===== src/mf3_pkg.sv =====
// shared constants, types and compare helpers of the 3x3 rgb median filter
package mf3_pkg;

	localparam int MAX_WIDTH    = 1024;
	localparam int MAX_HEIGHT   = 4096;
	localparam int COL_W        = $clog2(MAX_WIDTH);
	localparam int ROW_W        = $clog2(MAX_HEIGHT);
	localparam int WIDTH_REG_W  = 11;
	localparam int HEIGHT_REG_W = 13;
	localparam int CFG_DATA_W   = 13;
	localparam int CH_W         = 8;
	localparam int NUM_CH       = 3;
	localparam int PIX_W        = CH_W * NUM_CH;
	localparam int WIN_DIM      = 3;
	localparam int WIN_TAPS     = WIN_DIM * WIN_DIM;
	localparam int MIN_SIZE     = 3;
	localparam int QUEUE_DEPTH  = 2;
	localparam int QPTR_W       = $clog2(QUEUE_DEPTH);

	localparam logic [WIDTH_REG_W-1:0]  WIDTH_RESET  = WIDTH_REG_W'(640);
	localparam logic [HEIGHT_REG_W-1:0] HEIGHT_RESET = HEIGHT_REG_W'(480);

	typedef enum logic [0:0] {
		REG_FRAME_WIDTH  = 1'b0,
		REG_FRAME_HEIGHT = 1'b1
	} cfg_reg_t;

	typedef logic [CH_W-1:0]  chan_t;
	typedef logic [PIX_W-1:0] pix_t;

	// which results a word still owes
	typedef struct packed {
		logic current;
		logic above;
		logic center;
	} pend_t;

	typedef struct packed {
		pix_t             center;
		pix_t             above_new;
		pix_t             current;
		logic [ROW_W-1:0] row;
		logic [COL_W-1:0] col;
		logic             interior;
		pend_t            rel;
	} side_t;

	typedef struct packed {
		side_t                   side;
		pix_t [WIN_TAPS-1:0]     win;
	} job_t;

	typedef struct packed {
		chan_t hi;
		chan_t mid;
		chan_t lo;
	} trio_t;

	function automatic trio_t sort3(chan_t a, chan_t b, chan_t c);
		chan_t x;
		chan_t y;
		chan_t z;
		chan_t t;
		trio_t res;
		x = a;
		y = b;
		z = c;
		if (x > y) begin
			t = x; x = y; y = t;
		end
		if (y > z) begin
			t = y; y = z; z = t;
		end
		if (x > y) begin
			t = x; x = y; y = t;
		end
		res.lo  = x;
		res.mid = y;
		res.hi  = z;
		return res;
	endfunction

	function automatic chan_t max3(chan_t a, chan_t b, chan_t c);
		chan_t m;
		m = (a > b) ? a : b;
		return (m > c) ? m : c;
	endfunction

	function automatic chan_t min3(chan_t a, chan_t b, chan_t c);
		chan_t m;
		m = (a < b) ? a : b;
		return (m < c) ? m : c;
	endfunction

	function automatic chan_t med3(chan_t a, chan_t b, chan_t c);
		trio_t s;
		s = sort3(a, b, c);
		return s.mid;
	endfunction

endpackage


===== src/mf3_queue.sv =====
// short job queue between front end and median back end
module mf3_queue
	import mf3_pkg::*;
(
	input  logic clk,
	input  logic arst_n,
	input  job_t wr_job,
	input  logic push,
	output logic full,
	output job_t rd_job,
	output logic rd_valid,
	input  logic pop
);

	job_t              slots_q [QUEUE_DEPTH];
	logic [QPTR_W-1:0] wr_ptr_q;
	logic [QPTR_W-1:0] rd_ptr_q;
	logic [QPTR_W:0]   count_q;

	assign full     = count_q == (QPTR_W + 1)'(QUEUE_DEPTH);
	assign rd_valid = count_q != '0;
	assign rd_job   = slots_q[rd_ptr_q];

	always_ff @(posedge clk or negedge arst_n) begin
		if (!arst_n) begin
			wr_ptr_q <= '0;
			rd_ptr_q <= '0;
			count_q  <= '0;
		end else begin
			if (push) begin
				wr_ptr_q <= QPTR_W'(wr_ptr_q + 1'b1);
			end
			if (pop) begin
				rd_ptr_q <= QPTR_W'(rd_ptr_q + 1'b1);
			end
			case ({push, pop})
				2'b10:   count_q <= (QPTR_W + 1)'(count_q + 1'b1);
				2'b01:   count_q <= (QPTR_W + 1)'(count_q - 1'b1);
				default: ;
			endcase
		end
	end

	always_ff @(posedge clk) begin
		if (push) begin
			slots_q[wr_ptr_q] <= wr_job;
		end
	end

`ifndef SYNTH
	a_no_overflow: assert property (@(posedge clk) disable iff (!arst_n)
		push && full |-> pop)
		else $error("job pushed into a full queue");
`endif
`ifndef SYNTH
	a_count_bound: assert property (@(posedge clk) disable iff (!arst_n)
		count_q <= (QPTR_W + 1)'(QUEUE_DEPTH))
		else $error("queue count beyond depth");
`endif

endmodule


===== config.mk =====
export PLATFORM = sky130hd
export DESIGN_NAME = mf3_queue
export DESIGN_NICKNAME = d
export VERILOG_FILES = /design/src/mf3_pkg.sv /design/src/mf3_queue.sv
export SDC_FILE = /design/constraint.sdc
export NUM_CORES = 1
export LEC_CHECK = 0
export ABC_AREA = 1
export BUFFER_PORTS_ARGS = -buffer_cell sky130_fd_sc_hd__buf_4
export CORE_MARGIN = 2
export CORE_UTILIZATION = 29
export CTS_CLUSTER_DIAMETER = 50
export DETAILED_ROUTE_END_ITERATION = 6
export PLACE_DENSITY_LB_ADDON = 0.15
export SLEW_MARGIN = 10
export SYNTH_ARGS = -nofsm -noshare
export SYNTH_HDL_FRONTEND = slang
export SYNTH_SLANG_ARGS = --single-unit

===== constraint.sdc =====
create_clock -name clk -period 19.9 [get_ports clk]
set_input_delay 0.995 -clock clk [delete_from_list [all_inputs] [get_ports clk]]
set_output_delay 0.995 -clock clk [all_outputs]
set_load 0.005 [all_outputs]

==> flow_metrics.py, run 1 <==
metrics = {
    "setup_path": {
        "critical_path.top_delay_family": "buffers and inverters",
        "endpoint_kind": "output pin",
        "reg2reg_to": "slots_q[0][11]$_DFFE_PP_",
        "r2r_setup_slack_ns": 15.55,
        "crit_cells": 4,
        "crit_top_cell": "buf_4",
        "required_ns": 18.91,
        "rr_startpoint": "wr_ptr_q$_DFFE_PN0P_",
        "start_kind": "flop",
        "cp.arrival_ns": 3.96,
        "critical_path.max_fanout": 113,
        "slowest_delay_ns": 1.04,
        "crit_start": "rd_ptr_q$_DFFE_PN0P_",
        "cp_slowest_cell": "dfrtp_4",
        "path_cells": "buf_4, buf_4, o21ai_0, buf_4",
        "reg2reg_depth": 5,
        "path_buf_inv": 3,
        "critical_path_class": "flop to output pin",
    },
    "yosys": {
        "yosys-top-cells-count": "edfxtp_1, inv_1, nand2_1",
        "synth_cells": 1664,
        "yosys.area_share.adder": 0.000530,
        "synth.net_count": 1983,
        "synth.area.mux_share": 0,
        "synth-seq-cells": 632,
        "ys_types": 16,
        "synth_top_family_by_area": "buffers and inverters",
        "ys_warn_count": 0,
        "synth_xor_area_frac": 0.00111,
        "netlist_area_sq_um": 23600,
        "synth_enable_flop_cells": 628,
        "async_flop_share": 0.00633,
        "syn_area_per_cell_sq_um": 14.2,
        "yosysMostFrequentCell": "edfxtp_1",
        "synthTopCellsByArea": "edfxtp_1, o21ai_0, inv_1, nand2_1, buf_6",
        "yosysTopAreaCellShare": 0.799,
        "synth_top_area_cell": "edfxtp_1",
        "synth_flop_cell": "edfxtp_1",
        "synthSimpleGateAreaFrac": 0.0517,
        "synth_compound_area_frac": 0.0666,
        "ys_seq_area_frac": 0.804,
    },
    "power_and_ir_drop": {
        "power_density_nw_per_um2": 145,
        "p_clk_frac": 0.326,
        "p_int_uw": 3250,
        "seqPwrFrac": 0.397,
        "swShare": 0.303,
        "pwr-share-comb": 0.276,
        "p_sw_uw": 1410,
        "ir_drop_uv": 90.7,
        "leakage_uw": 0.0133,
    },
    "floorplan": {
        "fp.dieW_microns": 289,
        "io_pins": 634,
        "rows": 104,
        "die_area_sq_um": 83700,
        "die_h_microns": 289,
        "core_area_sq_um": 80500,
        "initial_utilization": 0.293,
    },
    "detailed_routing": {
        "drt_wl_total_microns": 59900,
        "num_vias": 14300,
        "dr.pass1.iters": 4,
        "viasPerCell": 4.12,
        "postRouteAntennaNets": 0,
        "drcViolationCount": 0,
        "wl_per_cell_microns": 17.3,
        "first_iter_violations": 629,
    },
    "timing": {
        "finalSetupViolCount": 0,
        "tightest_slew_ns": 1.12,
        "hold_ws_ns": 0.167,
        "relSlewSlack": 0.254,
        "fin_crit_sh": 0.249,
        "finalHoldViolCount": 0,
        "final-max-slew-violation-count": 0,
        "timing.setup.tns_ns": 0,
        "rsz0062_at_grt": "no",
        "fmax_mhz": 202,
        "finClkSkew_ns": 0.0219,
        "min_period_ns": 4.95,
    },
    "global_routing": {
        "antenna_found_initial": 14,
        "grt_pass1_vias": 14100,
        "grt-ovfl-total": 0,
        "grt_max_degree": 231,
        "grt_pass1_wl_microns": 85100,
        "grt_usage": 0.137,
    },
    "cells_and_area": {
        "regArea_sq_um": 19000,
        "final-instance-count-excl-fill": 3469,
        "fillerInstances": 7641,
        "nets": 2647,
        "drive_above_1_share": 0.328,
        "multi_input_area_sq_um": 2840,
        "areaGrowthSynthToFinish_pct": 36.2,
    },
    "clock_tree": {
        "clock_sinks": 632,
        "h-tree-depth": 3,
        "numCtsBuffers": 87,
        "cts_buffer_depth": 3,
        "cts-resized-gates": 0,
        "cts_tree": "built",
        "cts_hold_buf": 0,
        "root_buffer": "clkbuf_16",
        "postCtsSetupBuffers": 0,
        "clk-insertion-delay-late_ns": 0.62,
        "cts.reportedPaths.clkPinSlew_ns": 0.06,
    },
    "placed_design": {
        "portBuffers": 633,
        "place_hpwl_microns": 40500,
        "dpl.cell_count": 3299,
        "gp_congestion": 0.760,
    },
    "run": {
        "maxCapViolCount": 0,
    },
    "hold_path": {
        "hp-class": "primary input to asynchronous set/reset pin",
    },
    "outcome": {
        "status": "completed",
    },
}
==> layout by cell type (no fill, tap or decap), types with 7 or more instances in the layout <==
master,netlist,routed
diode_2,0,9
clkinv_4,0,9
clkinv_1,0,12
clkinvlp_4,0,9
nand2_1,320,320
buf_4,24,644
clkinv_2,0,13
o21ai_1,60,60
clkbuf_16,0,88
inv_1,320,319
clkbuf_1,1,9
bufinv_16,0,7
o21ai_0,254,254
edfxtp_1,628,628
==> routing by layer <==
layer / track usage / part of all wire / vias to the layer above
met2: 0.238 / 0.52 / 458
met3: 0.0450 / 0.084 / 119
met4: 0.0633 / 0.034 / 8
met5: 0 / 0.00097 / -
li1: - / - / 6986
met1: 0.151 / 0.36 / 6737
==> power by group through the flow <==
stage               registers (uW)  clock network (uW)  logic [uW]
CTS                           1850                1570        1330
floorplan                     1950                   0         627
finish                        1850                1520        1290
detailed placement            1880                   0        1330
global route                  1870                1630        1440
global placement              1870                   0        1330
==> cell type report <==
cell class | instances | area share
clock inverters | 64 | 0.0212
well taps | 1060 | 0.0413
multi-input cells | 642 | 0.0883
flip-flops and latches | 632 | 0.590
repair buffers | 645 | 0.151
inverters | 320 | 0.0376
diodes | 9 | 0.000701
clock buffers | 97 | 0.0696
==> state kept, by name, indices dropped and copies added (netlist names) <==
| signal | flops |
|---|---|
| wr_ptr_q | 1 |
| count_q | 2 |
| slots_q | 628 |
| rd_ptr_q | 1 |
==> through the flow <==
stage	utilization	setup slack (ns)	instance area, sq um	power, uW
after detailed placement	0.362	14.77	29200	3210
after global placement	0.362	14.75	29200	3200
after global routing	0.399	14.55	32100	4940
after CTS	0.399	14.79	32100	4750
final	0.399	14.95	32100	4660
after floorplan	-	4.70	23600	2580
==> how the worst max path moves through the flow <==
stage,to,slack [ns]
after floorplan,slots_q[0][0]$_DFFE_PP_,4.70
after global placement,slots_q[0][0]$_DFFE_PP_,14.75
after detailed placement,slots_q[0][45]$_DFFE_PP_,14.77
after CTS,rd_job[279],14.79
after global routing,rd_job[287],14.55
final,rd_job[279],14.95
==> logic make-up after synthesis <==
logic type | count (synthesis)
DFF | 632
buffers and inverters | 390
and+or+nand+nor | 324
AOI/OAI and AO/OA | 314
xor gates and xnor gates | 3
adders and majority gates | 1
Note: power is estimated with default switching activity, not from simulation.
==> inputs of run 2 (changes only) <==
Clock period 19.9 ns to 5.1 ns, I/O delays scaled along.
==> run 2 against run 1 <==
  * Worst hold slack improved by 0.20 ns
  * Final cell count increased by 8.7%
  * Sequential share of layout area shrank 4.9 points
  * Clock power grew to 3.5 times the previous value
  * Via count increased by 8.6%
  * Combinational power grew to 4.1 times the previous value
  * Sequential power increased to 3.9 times the previous value
  * First-iteration DRC count grew 15%
  * Cell area grew 9.0%
  * Highest routed layer unchanged
==> flow_metrics.py, run 2 (synthesized netlist as in run 1, its figures left out) <==
metrics = {
    "outcome": {
        "status": "completed",
    },
    "setup_path": {
        "crit_start": "rd_ptr_q$_DFFE_PN0P_",
        "reg2reg_depth": 2,
        "r2r_setup_slack_ns": 2.92,
        "critical_path_class": "flop to output pin",
        "endpoint_kind": "output pin",
        "reg2reg_to": "slots_q[0][207]$_DFFE_PP_",
        "start_kind": "flop",
        "rr_startpoint": "wr_ptr_q$_DFFE_PN0P_",
        "required_ns": 4.85,
        "critical_path.max_fanout": 81,
        "cp.arrival_ns": 2.69,
    },
    "cells_and_area": {
        "largest_registers": "slots_q: 628 flops, count_q: 2 flops",
        "areaGrowthSynthToFinish_pct": 48.4,
        "drive_above_1_share": 0.284,
        "final_common_cell": "buf_4",
        "largest_reg_flops": 628,
        "regMostFlops": "slots_q",
        "fin_util": 0.435,
        "layout_common_cells": "buf_4, edfxtp_1, inv_1, nand2_1, dlygate4sd3_1",
        "nets": 2964,
    },
    "timing": {
        "rsz0062_at_grt": "no",
        "fmax_mhz": 340,
        "finalSetupViolCount": 0,
        "fin_crit_sh": 0.577,
        "min_period_ns": 2.95,
        "relSlewSlack": 0.107,
        "finalHoldViolCount": 0,
        "final-max-slew-violation-count": 0,
        "finClkSkew_ns": 0.0160,
        "timing.setup.tns_ns": 0,
        "tightest_slew_ns": 1.34,
    },
    "global_routing": {
        "grt_pass1_wl_microns": 90800,
        "grt_usage": 0.144,
        "antenna_found_initial": 4,
        "grt-ovfl-total": 0,
        "grt_max_degree": 161,
        "grt_pass1_vias": 15700,
    },
    "detailed_routing": {
        "postRouteAntennaNets": 0,
        "viasPerCell": 4.12,
        "first_iter_violations": 725,
        "dr.pass1.iters": 4,
        "num_vias": 15500,
        "drt_wl_total_microns": 63300,
        "drcViolationCount": 0,
        "wl_per_cell_microns": 16.8,
    },
    "hold_path": {
        "min_to": "slots_q[1][291]$_DFFE_PP_",
        "hp-class": "primary input to flop",
        "min_path_cells": 2,
        "hp-start": "wr_job[291]",
    },
    "clock_tree": {
        "cts_tree": "built",
        "h-tree-depth": 3,
        "numCtsBuffers": 80,
        "postCtsSetupBuffers": 0,
        "cts.reportedPaths.clkPinSlew_ns": 0.06,
        "clock_sinks": 632,
        "clk-insertion-delay-late_ns": 0.62,
        "cts_buffer_depth": 3,
        "cts-resized-gates": 0,
        "root_buffer": "clkbuf_16",
    },
    "power_and_ir_drop": {
        "power_density_nw_per_um2": 511,
        "finalPower_uw": 17900,
        "ir_drop_uv": 325,
        "leakage_uw": 0.0145,
    },
    "floorplan": {
        "core_area_sq_um": 80500,
        "die_h_microns": 289,
        "fp.dieW_microns": 289,
        "io_pins": 634,
        "rows": 104,
        "die_area_sq_um": 83700,
        "initial_utilization": 0.293,
    },
    "run": {
        "maxCapViolCount": 0,
    },
    "placed_design": {
        "portBuffers": 633,
        "gp_congestion": 0.795,
        "place_hpwl_microns": 43100,
    },
}
==> run 2: cell types whose count changed in the layout (fill, tap and decap cells not counted), moves of 5 or more <==
cell | before | now
buf_12 | 1 | 6
clkbuf_1 | 9 | 14
clkbuf_16 | 88 | 80
clkinv_4 | 9 | 1
diode_2 | 9 | 3
dlygate4sd3_1 | 0 | 318
==> run 2: what timing repair did <==
item                       4_1_cts  5_1_grt
hold endpoints to repair       635        0
setup endpoints to repair        0        0
hold buffers                   318        0
==> run 2: layer usage <==
metal | up-vias | GRT usage | routed length, microns | part of all wire
met2 | 450 | 0.257 | 32900 | 0.52
met4 | 4 | 0.0610 | 2570 | 0.041
li1 | 7610 | - | - | -
met5 | - | 0 | 20 | 0.00032
met1 | 7336 | 0.158 | 23500 | 0.37
met3 | 133 | 0.0436 | 4330 | 0.068
==> run 2: critical path, cell delays in order (launching register included) <==
cell	delay (ns)
dfrtp_4	1.00
buf_4	0.61
o21ai_0	0.22
buf_4	0.18
==> run 2: per-stage QoR <==
step	hold slack, ns	setup WS, ns	cell area (sq um)	std cells
after floorplan	-0.0406	-0.494	23600	1664
after global placement	0.0547	2.69	29300	3305
after detailed placement	0.0550	2.64	29300	3305
after CTS	0.301	1.97	35000	3768
after global routing	0.314	1.87	35000	3769
final	0.363	2.15	35000	3771
==> run 2: worst max-delay path by stage <==
stage / to / slack, ns
2_1_floorplan: slots_q[1][0]$_DFFE_PP_ / -0.49
3_3_place_gp: rd_job[206] / 2.69
3_5_place_dp: rd_job[206] / 2.64
4_1_cts: rd_job[206] / 1.97
5_1_grt: rd_job[88] / 1.87
6_report: rd_job[88] / 2.15
==> run 2: power breakdown <==
part	internal (uW)	switching, uW
Clock	3120	2200
Combinational	2380	2950
Sequential	6900	317
==> run 2: area by class of cell <==
cell class | count | area, sq um
Antenna cell | 3 | 7.51
Fill cell | 7467 | 45500
Clock buffer | 94 | 2050
Timing Repair Buffer | 969 | 8150
Clock inverter | 51 | 474
Inverter | 320 | 1200
Multi-Input combinational cell | 642 | 2840
Sequential cell | 632 | 19000
Tap cell | 1060 | 1330
