**config.mk**
```make
export PLATFORM = sky130hd
export DESIGN_NAME = mf3_back_flat
export DESIGN_NICKNAME = d
export VERILOG_FILES = /design/src/mf3_pkg.sv /design/src/mf3_res_if.sv /design/src/mf3_back.sv /design/src/flat_wrapper.sv
export SDC_FILE = /design/constraint.sdc
export NUM_CORES = 2
export LEC_CHECK = 0
export BUFFER_PORTS_ARGS = -buffer_cell sky130_fd_sc_hd__buf_2
export CORE_ASPECT_RATIO = 0.75
export CORE_MARGIN = 2
export CORE_UTILIZATION = 45
export DETAILED_ROUTE_END_ITERATION = 8
export GPL_ROUTABILITY_DRIVEN = 0
export PLACE_DENSITY_LB_ADDON = 0.08
export SYNTH_ARGS = -nofsm -noshare
export SYNTH_HDL_FRONTEND = slang
export SYNTH_SLANG_ARGS = --single-unit
```
**constraint.sdc**
```tcl
create_clock -name clk -period 11.7 [get_ports clk]
set_clock_uncertainty 0.1 [all_clocks]
set_input_delay 0.585 -clock clk [delete_from_list [all_inputs] [get_ports clk]]
set_output_delay 0.585 -clock clk [all_outputs]
set_load 0.005 [all_outputs]
```
**src/mf3_pkg.sv**
```systemverilog
// shared constants, types and compare helpers of the 3x3 rgb median filter
package mf3_pkg;

	localparam int MAX_WIDTH    = 1024;
	localparam int MAX_HEIGHT   = 4096;
	localparam int COL_W        = $clog2(MAX_WIDTH);
	localparam int ROW_W        = $clog2(MAX_HEIGHT);
	localparam int WIDTH_REG_W  = 11;
	localparam int HEIGHT_REG_W = 13;
	localparam int CFG_DATA_W   = 13;
	localparam int CH_W         = 8;
	localparam int NUM_CH       = 3;
	localparam int PIX_W        = CH_W * NUM_CH;
	localparam int WIN_DIM      = 3;
	localparam int WIN_TAPS     = WIN_DIM * WIN_DIM;
	localparam int MIN_SIZE     = 3;
	localparam int QUEUE_DEPTH  = 2;
	localparam int QPTR_W       = $clog2(QUEUE_DEPTH);

	localparam logic [WIDTH_REG_W-1:0]  WIDTH_RESET  = WIDTH_REG_W'(640);
	localparam logic [HEIGHT_REG_W-1:0] HEIGHT_RESET = HEIGHT_REG_W'(480);

	typedef enum logic [0:0] {
		REG_FRAME_WIDTH  = 1'b0,
		REG_FRAME_HEIGHT = 1'b1
	} cfg_reg_t;

	typedef logic [CH_W-1:0]  chan_t;
	typedef logic [PIX_W-1:0] pix_t;

	// which results a word still owes
	typedef struct packed {
		logic current;
		logic above;
		logic center;
	} pend_t;

	typedef struct packed {
		pix_t             center;
		pix_t             above_new;
		pix_t             current;
		logic [ROW_W-1:0] row;
		logic [COL_W-1:0] col;
		logic             interior;
		pend_t            rel;
	} side_t;

	typedef struct packed {
		side_t                   side;
		pix_t [WIN_TAPS-1:0]     win;
	} job_t;

	typedef struct packed {
		chan_t hi;
		chan_t mid;
		chan_t lo;
	} trio_t;

	function automatic trio_t sort3(chan_t a, chan_t b, chan_t c);
		chan_t x;
		chan_t y;
		chan_t z;
		chan_t t;
		trio_t res;
		x = a;
		y = b;
		z = c;
		if (x > y) begin
			t = x; x = y; y = t;
		end
		if (y > z) begin
			t = y; y = z; z = t;
		end
		if (x > y) begin
			t = x; x = y; y = t;
		end
		res.lo  = x;
		res.mid = y;
		res.hi  = z;
		return res;
	endfunction

	function automatic chan_t max3(chan_t a, chan_t b, chan_t c);
		chan_t m;
		m = (a > b) ? a : b;
		return (m > c) ? m : c;
	endfunction

	function automatic chan_t min3(chan_t a, chan_t b, chan_t c);
		chan_t m;
		m = (a < b) ? a : b;
		return (m < c) ? m : c;
	endfunction

	function automatic chan_t med3(chan_t a, chan_t b, chan_t c);
		trio_t s;
		s = sort3(a, b, c);
		return s.mid;
	endfunction

endpackage

```
**src/mf3_res_if.sv**
```systemverilog
// result channel: one filtered or passed-through pixel with its position per word
interface mf3_res_if
	import mf3_pkg::*;
();
	logic             valid;
	logic             ready;
	chan_t            out_blue;
	chan_t            out_green;
	chan_t            out_red;
	logic [ROW_W-1:0] out_row;
	logic [COL_W-1:0] out_col;
	logic             is_filtered;
	logic             last_of_run;

	modport source (output valid, output out_blue, output out_green, output out_red,
		output out_row, output out_col, output is_filtered, output last_of_run, input ready);
	modport sink (input valid, input out_blue, input out_green, input out_red,
		input out_row, input out_col, input is_filtered, input last_of_run, output ready);
endinterface

```
**src/mf3_back.sv**
```systemverilog
// back end: pipelined median network per channel and serial result emission
module mf3_back
	import mf3_pkg::*;
(
	input  logic        clk,
	input  logic        arst_n,
	input  job_t        job,
	input  logic        job_valid,
	output logic        job_pop,
	mf3_res_if.source   result
);

	// stage 2: each window column sorted, per channel
	logic                             valid_s2;
	trio_t [NUM_CH-1:0][WIN_DIM-1:0]  cols_s2;
	side_t                            side_s2;
	trio_t [NUM_CH-1:0][WIN_DIM-1:0]  cols_d;

	// stage 3: max of lows, median of mids, min of highs
	logic                 valid_s3;
	trio_t [NUM_CH-1:0]   red_s3;
	side_t                side_s3;
	pend_t                pend_s3;
	trio_t [NUM_CH-1:0]   red_d;

	logic             out_valid_q;
	chan_t            blue_q;
	chan_t            green_q;
	chan_t            red_q;
	logic [ROW_W-1:0] row_q;
	logic [COL_W-1:0] col_q;
	logic             filt_q;
	logic             last_q;

	logic             s2_ready;
	logic             s3_ready;
	logic             adv_s2;
	logic             out_load;
	logic             s3_done;
	pend_t            sel;
	pend_t            pend_left;
	pix_t             median;
	pix_t             res_pix;
	logic [ROW_W-1:0] res_row;
	logic [COL_W-1:0] res_col;
	logic             res_filt;

	assign out_load = valid_s3 & (~out_valid_q | result.ready);
	assign s3_done  = out_load & (pend_left == '0);
	assign s3_ready = ~valid_s3 | s3_done;
	assign adv_s2   = valid_s2 & s3_ready;
	assign s2_ready = ~valid_s2 | adv_s2;
	assign job_pop  = job_valid & s2_ready;

	always_comb begin
		for (int ch = 0; ch < NUM_CH; ch++) begin
			for (int j = 0; j < WIN_DIM; j++) begin
				cols_d[ch][j] = sort3(job.win[j][ch*CH_W +: CH_W],
					job.win[WIN_DIM + j][ch*CH_W +: CH_W],
					job.win[2*WIN_DIM + j][ch*CH_W +: CH_W]);
			end
		end
	end

	always_comb begin
		for (int ch = 0; ch < NUM_CH; ch++) begin
			red_d[ch].lo  = max3(cols_s2[ch][0].lo, cols_s2[ch][1].lo, cols_s2[ch][2].lo);
			red_d[ch].mid = med3(cols_s2[ch][0].mid, cols_s2[ch][1].mid, cols_s2[ch][2].mid);
			red_d[ch].hi  = min3(cols_s2[ch][0].hi, cols_s2[ch][1].hi, cols_s2[ch][2].hi);
		end
	end

	always_ff @(posedge clk or negedge arst_n) begin
		if (!arst_n) begin
			valid_s2 <= 1'b0;
			valid_s3 <= 1'b0;
		end else begin
			if (job_pop) begin
				valid_s2 <= 1'b1;
			end else if (adv_s2) begin
				valid_s2 <= 1'b0;
			end
			if (adv_s2) begin
				valid_s3 <= 1'b1;
			end else if (s3_done) begin
				valid_s3 <= 1'b0;
			end
		end
	end

	always_ff @(posedge clk) begin
		if (job_pop) begin
			cols_s2 <= cols_d;
			side_s2 <= job.side;
		end
		if (adv_s2) begin
			red_s3  <= red_d;
			side_s3 <= side_s2;
			pend_s3 <= side_s2.rel;
		end else if (out_load) begin
			pend_s3 <= pend_left;
		end
	end

	// results leave in order: window centre, row-end pixel above, last-row pixel
	always_comb begin
		sel = '0;
		if (pend_s3.center) begin
			sel.center = 1'b1;
		end else if (pend_s3.above) begin
			sel.above = 1'b1;
		end else begin
			sel.current = pend_s3.current;
		end
		pend_left.center  = pend_s3.center & ~sel.center;
		pend_left.above   = pend_s3.above & ~sel.above;
		pend_left.current = pend_s3.current & ~sel.current;

		for (int ch = 0; ch < NUM_CH; ch++) begin
			median[ch*CH_W +: CH_W] = med3(red_s3[ch].lo, red_s3[ch].mid, red_s3[ch].hi);
		end

		if (sel.center) begin
			res_pix  = side_s3.interior ? median : side_s3.center;
			res_row  = ROW_W'(side_s3.row - 1'b1);
			res_col  = COL_W'(side_s3.col - 1'b1);
			res_filt = side_s3.interior;
		end else if (sel.above) begin
			res_pix  = side_s3.above_new;
			res_row  = ROW_W'(side_s3.row - 1'b1);
			res_col  = side_s3.col;
			res_filt = 1'b0;
		end else begin
			res_pix  = side_s3.current;
			res_row  = side_s3.row;
			res_col  = side_s3.col;
			res_filt = 1'b0;
		end
	end

	always_ff @(posedge clk or negedge arst_n) begin
		if (!arst_n) begin
			out_valid_q <= 1'b0;
		end else if (out_load) begin
			out_valid_q <= 1'b1;
		end else if (result.ready) begin
			out_valid_q <= 1'b0;
		end
	end

	always_ff @(posedge clk) begin
		if (out_load) begin
			blue_q  <= res_pix[0 +: CH_W];
			green_q <= res_pix[CH_W +: CH_W];
			red_q   <= res_pix[2*CH_W +: CH_W];
			row_q   <= res_row;
			col_q   <= res_col;
			filt_q  <= res_filt;
			last_q  <= pend_left == '0;
		end
	end

	assign result.valid       = out_valid_q;
	assign result.out_blue    = blue_q;
	assign result.out_green   = green_q;
	assign result.out_red     = red_q;
	assign result.out_row     = row_q;
	assign result.out_col     = col_q;
	assign result.is_filtered = filt_q;
	assign result.last_of_run = last_q;

`ifndef SYNTH
	a_s3_has_work: assert property (@(posedge clk) disable iff (!arst_n)
		valid_s3 |-> pend_s3 != '0)
		else $error("emission stage holds a word with nothing to release");
`endif
`ifndef SYNTH
	a_one_sel: assert property (@(posedge clk) disable iff (!arst_n)
		out_load |-> $onehot(sel))
		else $error("emission picked no result or several at once");
`endif

endmodule

```
**src/flat_wrapper.sv**
```systemverilog
// flat-port wrapper written by rule: the top's interface ports become plain ports
module mf3_back_flat import mf3_pkg::*;
  (clk, arst_n, job, job_valid, job_pop, result_valid, result_out_blue, result_out_green, result_out_red, result_out_row, result_out_col, result_is_filtered, result_last_of_run, result_ready);
  mf3_res_if result_i ();
  input  logic clk;
  input  logic arst_n;
  input  job_t job;
  input  logic job_valid;
  output logic job_pop;
  output wire logic [$bits(result_i.valid)-1:0] result_valid;
  output wire logic [$bits(result_i.out_blue)-1:0] result_out_blue;
  output wire logic [$bits(result_i.out_green)-1:0] result_out_green;
  output wire logic [$bits(result_i.out_red)-1:0] result_out_red;
  output wire logic [$bits(result_i.out_row)-1:0] result_out_row;
  output wire logic [$bits(result_i.out_col)-1:0] result_out_col;
  output wire logic [$bits(result_i.is_filtered)-1:0] result_is_filtered;
  output wire logic [$bits(result_i.last_of_run)-1:0] result_last_of_run;
  input wire logic [$bits(result_i.ready)-1:0] result_ready;
  assign result_valid = result_i.valid;
  assign result_out_blue = result_i.out_blue;
  assign result_out_green = result_i.out_green;
  assign result_out_red = result_i.out_red;
  assign result_out_row = result_i.out_row;
  assign result_out_col = result_i.out_col;
  assign result_is_filtered = result_i.is_filtered;
  assign result_last_of_run = result_i.last_of_run;
  assign result_i.ready = result_ready;
  mf3_back u_core (.clk(clk), .arst_n(arst_n), .job(job), .job_valid(job_valid), .job_pop(job_pop), .result(result_i));
endmodule
```
==> results.py <==
metrics = {
    "place": {
        "io_buffers": 367,
        "dpl.hpwl_um": 77000,
        "dp_cells": 4957,
        "placed_area_um2": 40300,
    },
    "run_status": {
        "status": "complete, no violations",
    },
    "cts": {
        "cts_buffers": 56,
        "cts_root_buf": "clkbuf_16",
        "cts_hold_buf": 92,
        "htreeDepth": 2,
        "cts_resized": 0,
        "clkLatencyLatePin_ps": 650,
        "cts_tree": "built",
        "clk_path_buf_depth": 3,
        "postCtsSetupRepairBufs": 0,
        "cts_sinks": 535,
        "cts.clk_slew.worst_paths_ps": 60,
    },
    "pwr": {
        "power_frac_seq_pct": 27.4,
        "power_switching_w": 0.00581,
        "swShare_pct": 44.0,
        "leakagePower_nw": 19.3,
        "clkPwrFrac_pct": 14.5,
        "combPwrFrac_pct": 58.1,
        "p_per_area_nw_per_um2": 305,
        "p_int_w": 0.00740,
        "irDropWorstVdd_mv": 0.214,
    },
    "finish": {
        "finalCoreUtilization_pct": 52.7,
        "final_design_area_no_fill_um2": 43200,
        "drive_gt1_share_pct": 18.5,
        "fill_cells": 7434,
        "nets": 4761,
        "fin_cells": 5158,
        "layout_common_cells": "edfxtp_1 (532), ha_1 (452), inv_1 (423)",
        "mostFrequentLayoutCell": "edfxtp_1",
        "areaGrowthSynthToFinish_pct": 16.0,
    },
    "run": {
        "drv_cap": 0,
    },
    "min_path": {
        "hp-class": "input pin to flop",
        "whs_path_depth": 1,
    },
    "critical_path": {
        "path_max_fanout": 28,
        "worstSetupPathType": "input pin to flop",
        "startpoint_type": "input pin",
        "worst_ep_arrival_time_ps": 7030,
        "cp-end-kind": "flop",
        "cp.required_ps": 11960,
        "r2r_cells": 20,
    },
    "floorplanning": {
        "ios": 368,
        "fp.dieArea_um2": 85200,
        "die_h_um": 253,
        "core-area_um2": 82100,
        "rows": 91,
        "start_util_pct": 45.4,
        "die_w_um": 336,
    },
    "timing": {
        "final-hold-violation-count": 0,
        "rsz0062_at_grt": "no",
        "drv_slew": 0,
        "worstMarginPinSlew_ps": 1130,
        "fmax_mhz": 148,
        "setup_violations": 0,
        "period_share_pct": 57.8,
        "setup-tns-final_ps": 0,
        "whs_ps": 43.8,
        "min_period_ps": 6770,
        "slew-limit-headroom_pct": 24.8,
    },
    "logic_synthesis": {
        "syn_area_um2": 37300,
        "synth-warning-count": 0,
        "synth_edf_count": 532,
        "synth_nets": 4321,
        "ys.flop_type": "edfxtp_1",
        "syn_inst": 3551,
        "synth_cell_types": 74,
        "yosys_register_bits": 535,
        "synth-seq-area-share_pct": 43.1,
        "synthArstFlopShare_pct": 0.561,
        "syn_area_per_cell_um2": 10.5,
    },
    "global_route": {
        "grt_pass1_wl_um": 151000,
        "grt_util_all_layers_pct": 22.7,
        "grt_pass1_vias": 26300,
        "grt_max_degree": 156,
        "overflow": 0,
        "antenna_found_initial": 9,
    },
    "detailed_routing": {
        "ant_nets": 0,
        "num_vias": 27800,
        "viasPerCell": 5.40,
        "wl_per_cell_um": 19.0,
        "drt_first_pass_iters": 5,
        "drt_iter0_drc": 1872,
        "drt-total-wl_um": 98200,
        "drc": 0,
    },
}
==> registers in the layout (all words and copies together), names as in the netlist <==
register,count
u_core.cols_s2,216
u_core.side_s2,98
u_core.side_s3,95
u_core.red_s3,72
u_core.result.out_row,12
u_core.result.out_col,10
u_core.result.out_blue,8
u_core.result.out_green,8
u_core.result.out_red,8
u_core.pend_s3,3
u_core.result.is_filtered,1
u_core.result.last_of_run,1
u_core.result.valid,1
u_core.valid_s2,1
u_core.valid_s3,1
==> cells by family (layout without fill, tap and decap cells) <==
kind of cell / count (synthesis) / in the layout / synth area share [%]
AO/OA/AOI/OAI: 821 / 821 / 13.8
other: 0 / 4 / 0
buffers and inverters: 526 / 1013 / 5.51
XOR/XNOR: 19 / 19 / 0.446
adder cells (fa/ha/maj): 453 / 453 / 15.2
multiplexers: 432 / 432 / 12.3
AND/OR/NAND/NOR: 765 / 765 / 9.66
flip-flops: 535 / 535 / 43.1
==> power by group through the flow <==
stage | Clock [W] | Sequential, W | Combinational [W]
after floorplan | 0 | 0.00362 | 0.00564
after global placement | 0 | 0.00364 | 0.00751
after detailed placement | 0 | 0.00365 | 0.00756
after CTS | 0.00196 | 0.00362 | 0.00765
after global routing | 0.00204 | 0.00369 | 0.00861
final | 0.00191 | 0.00362 | 0.00767
==> synth_stat cells, types with 36 or more instances <==
master / n / area [µm²]
edfxtp_1: 532 / 16000
nand2_1: 184 / 691
clkbuf_1: 42 / 158
nor2_1: 242 / 908
nand3_1: 83 / 415
inv_1: 423 / 1590
buf_2: 38 / 190
a21o_1: 81 / 608
a21oi_1: 300 / 1500
nand4_1: 51 / 319
ha_1: 452 / 5660
mux2i_1: 232 / 2320
o21ai_1: 40 / 200
nor3_1: 51 / 255
o21ai_0: 128 / 641
o21a_1: 36 / 270
mux2_2: 193 / 2170
o22ai_1: 75 / 469
==> final timing paths <==
check,from,end,slack [ps]
max,job[133],u_core.cols_s2[133]$_DFFE_PP_,4930
min,job[301],u_core.side_s2[85]$_DFFE_PP_,40
max reg2reg,u_core.cols_s2[158]$_DFFE_PP_,u_core.red_s3[56]$_DFFE_PP_,5550
min reg2reg,u_core.side_s2[62]$_DFFE_PP_,u_core.side_s3[62]$_DFFE_PP_,290
max in group asynchronous,arst_n,u_core.result.valid$_DFFE_PN0P_,11230
min in group asynchronous,arst_n,u_core.valid_s3$_DFFE_PN0P_,160
==> worst max-delay path, stage by stage <==
cell and delay, ps:
buf_2 120, inv_1 80, ha_1 290, and4_1 240, nand2_1 350, o211a_1 390
or2_1 890, a21o_1 250, ha_1 240, a21o_1 160, a21oi_1 190, nand2b_1 90
o21ai_2 860, o211ai_1 220, o22ai_1 340, ha_1 310, and3_1 200, nand4_1 80
o21ai_0 70, a21oi_1 520, buf_4 280, o21bai_1 120, o22ai_1 100
==> area by class of cell <==
class                           count  area (µm²)  share of cell area, %
Tap cell                         1116        1400                   3.23
Sequential cell                   535       16100                   37.1
Inverter                          424        1590                   3.68
Multi-Input combinational cell   2490       19200                   44.5
Clock buffer                       63        1430                   3.30
Clock inverter                     42         557                   1.29
Timing Repair Buffer              484        2960                   6.84
Antenna cell                        4        10.0                 0.0232
==> routing by layer <==
metal	vias up	global-route usage (%)	share of wire, %
li1	14000	-	-
met1	13000	36.0	52
met2	686	32.1	40
met3	84	4.38	6.5
met4	10	3.69	1.2
met5	-	0	0.066
==> stage by stage <==
step	setup WS, ps	power, W
after floorplan	2530	0.00926
final	4930	0.0132
after detailed placement	4350	0.0112
after global routing	4330	0.0143
after global placement	4510	0.0112
after CTS	5010	0.0132
Power figures use the tool's default switching activity.
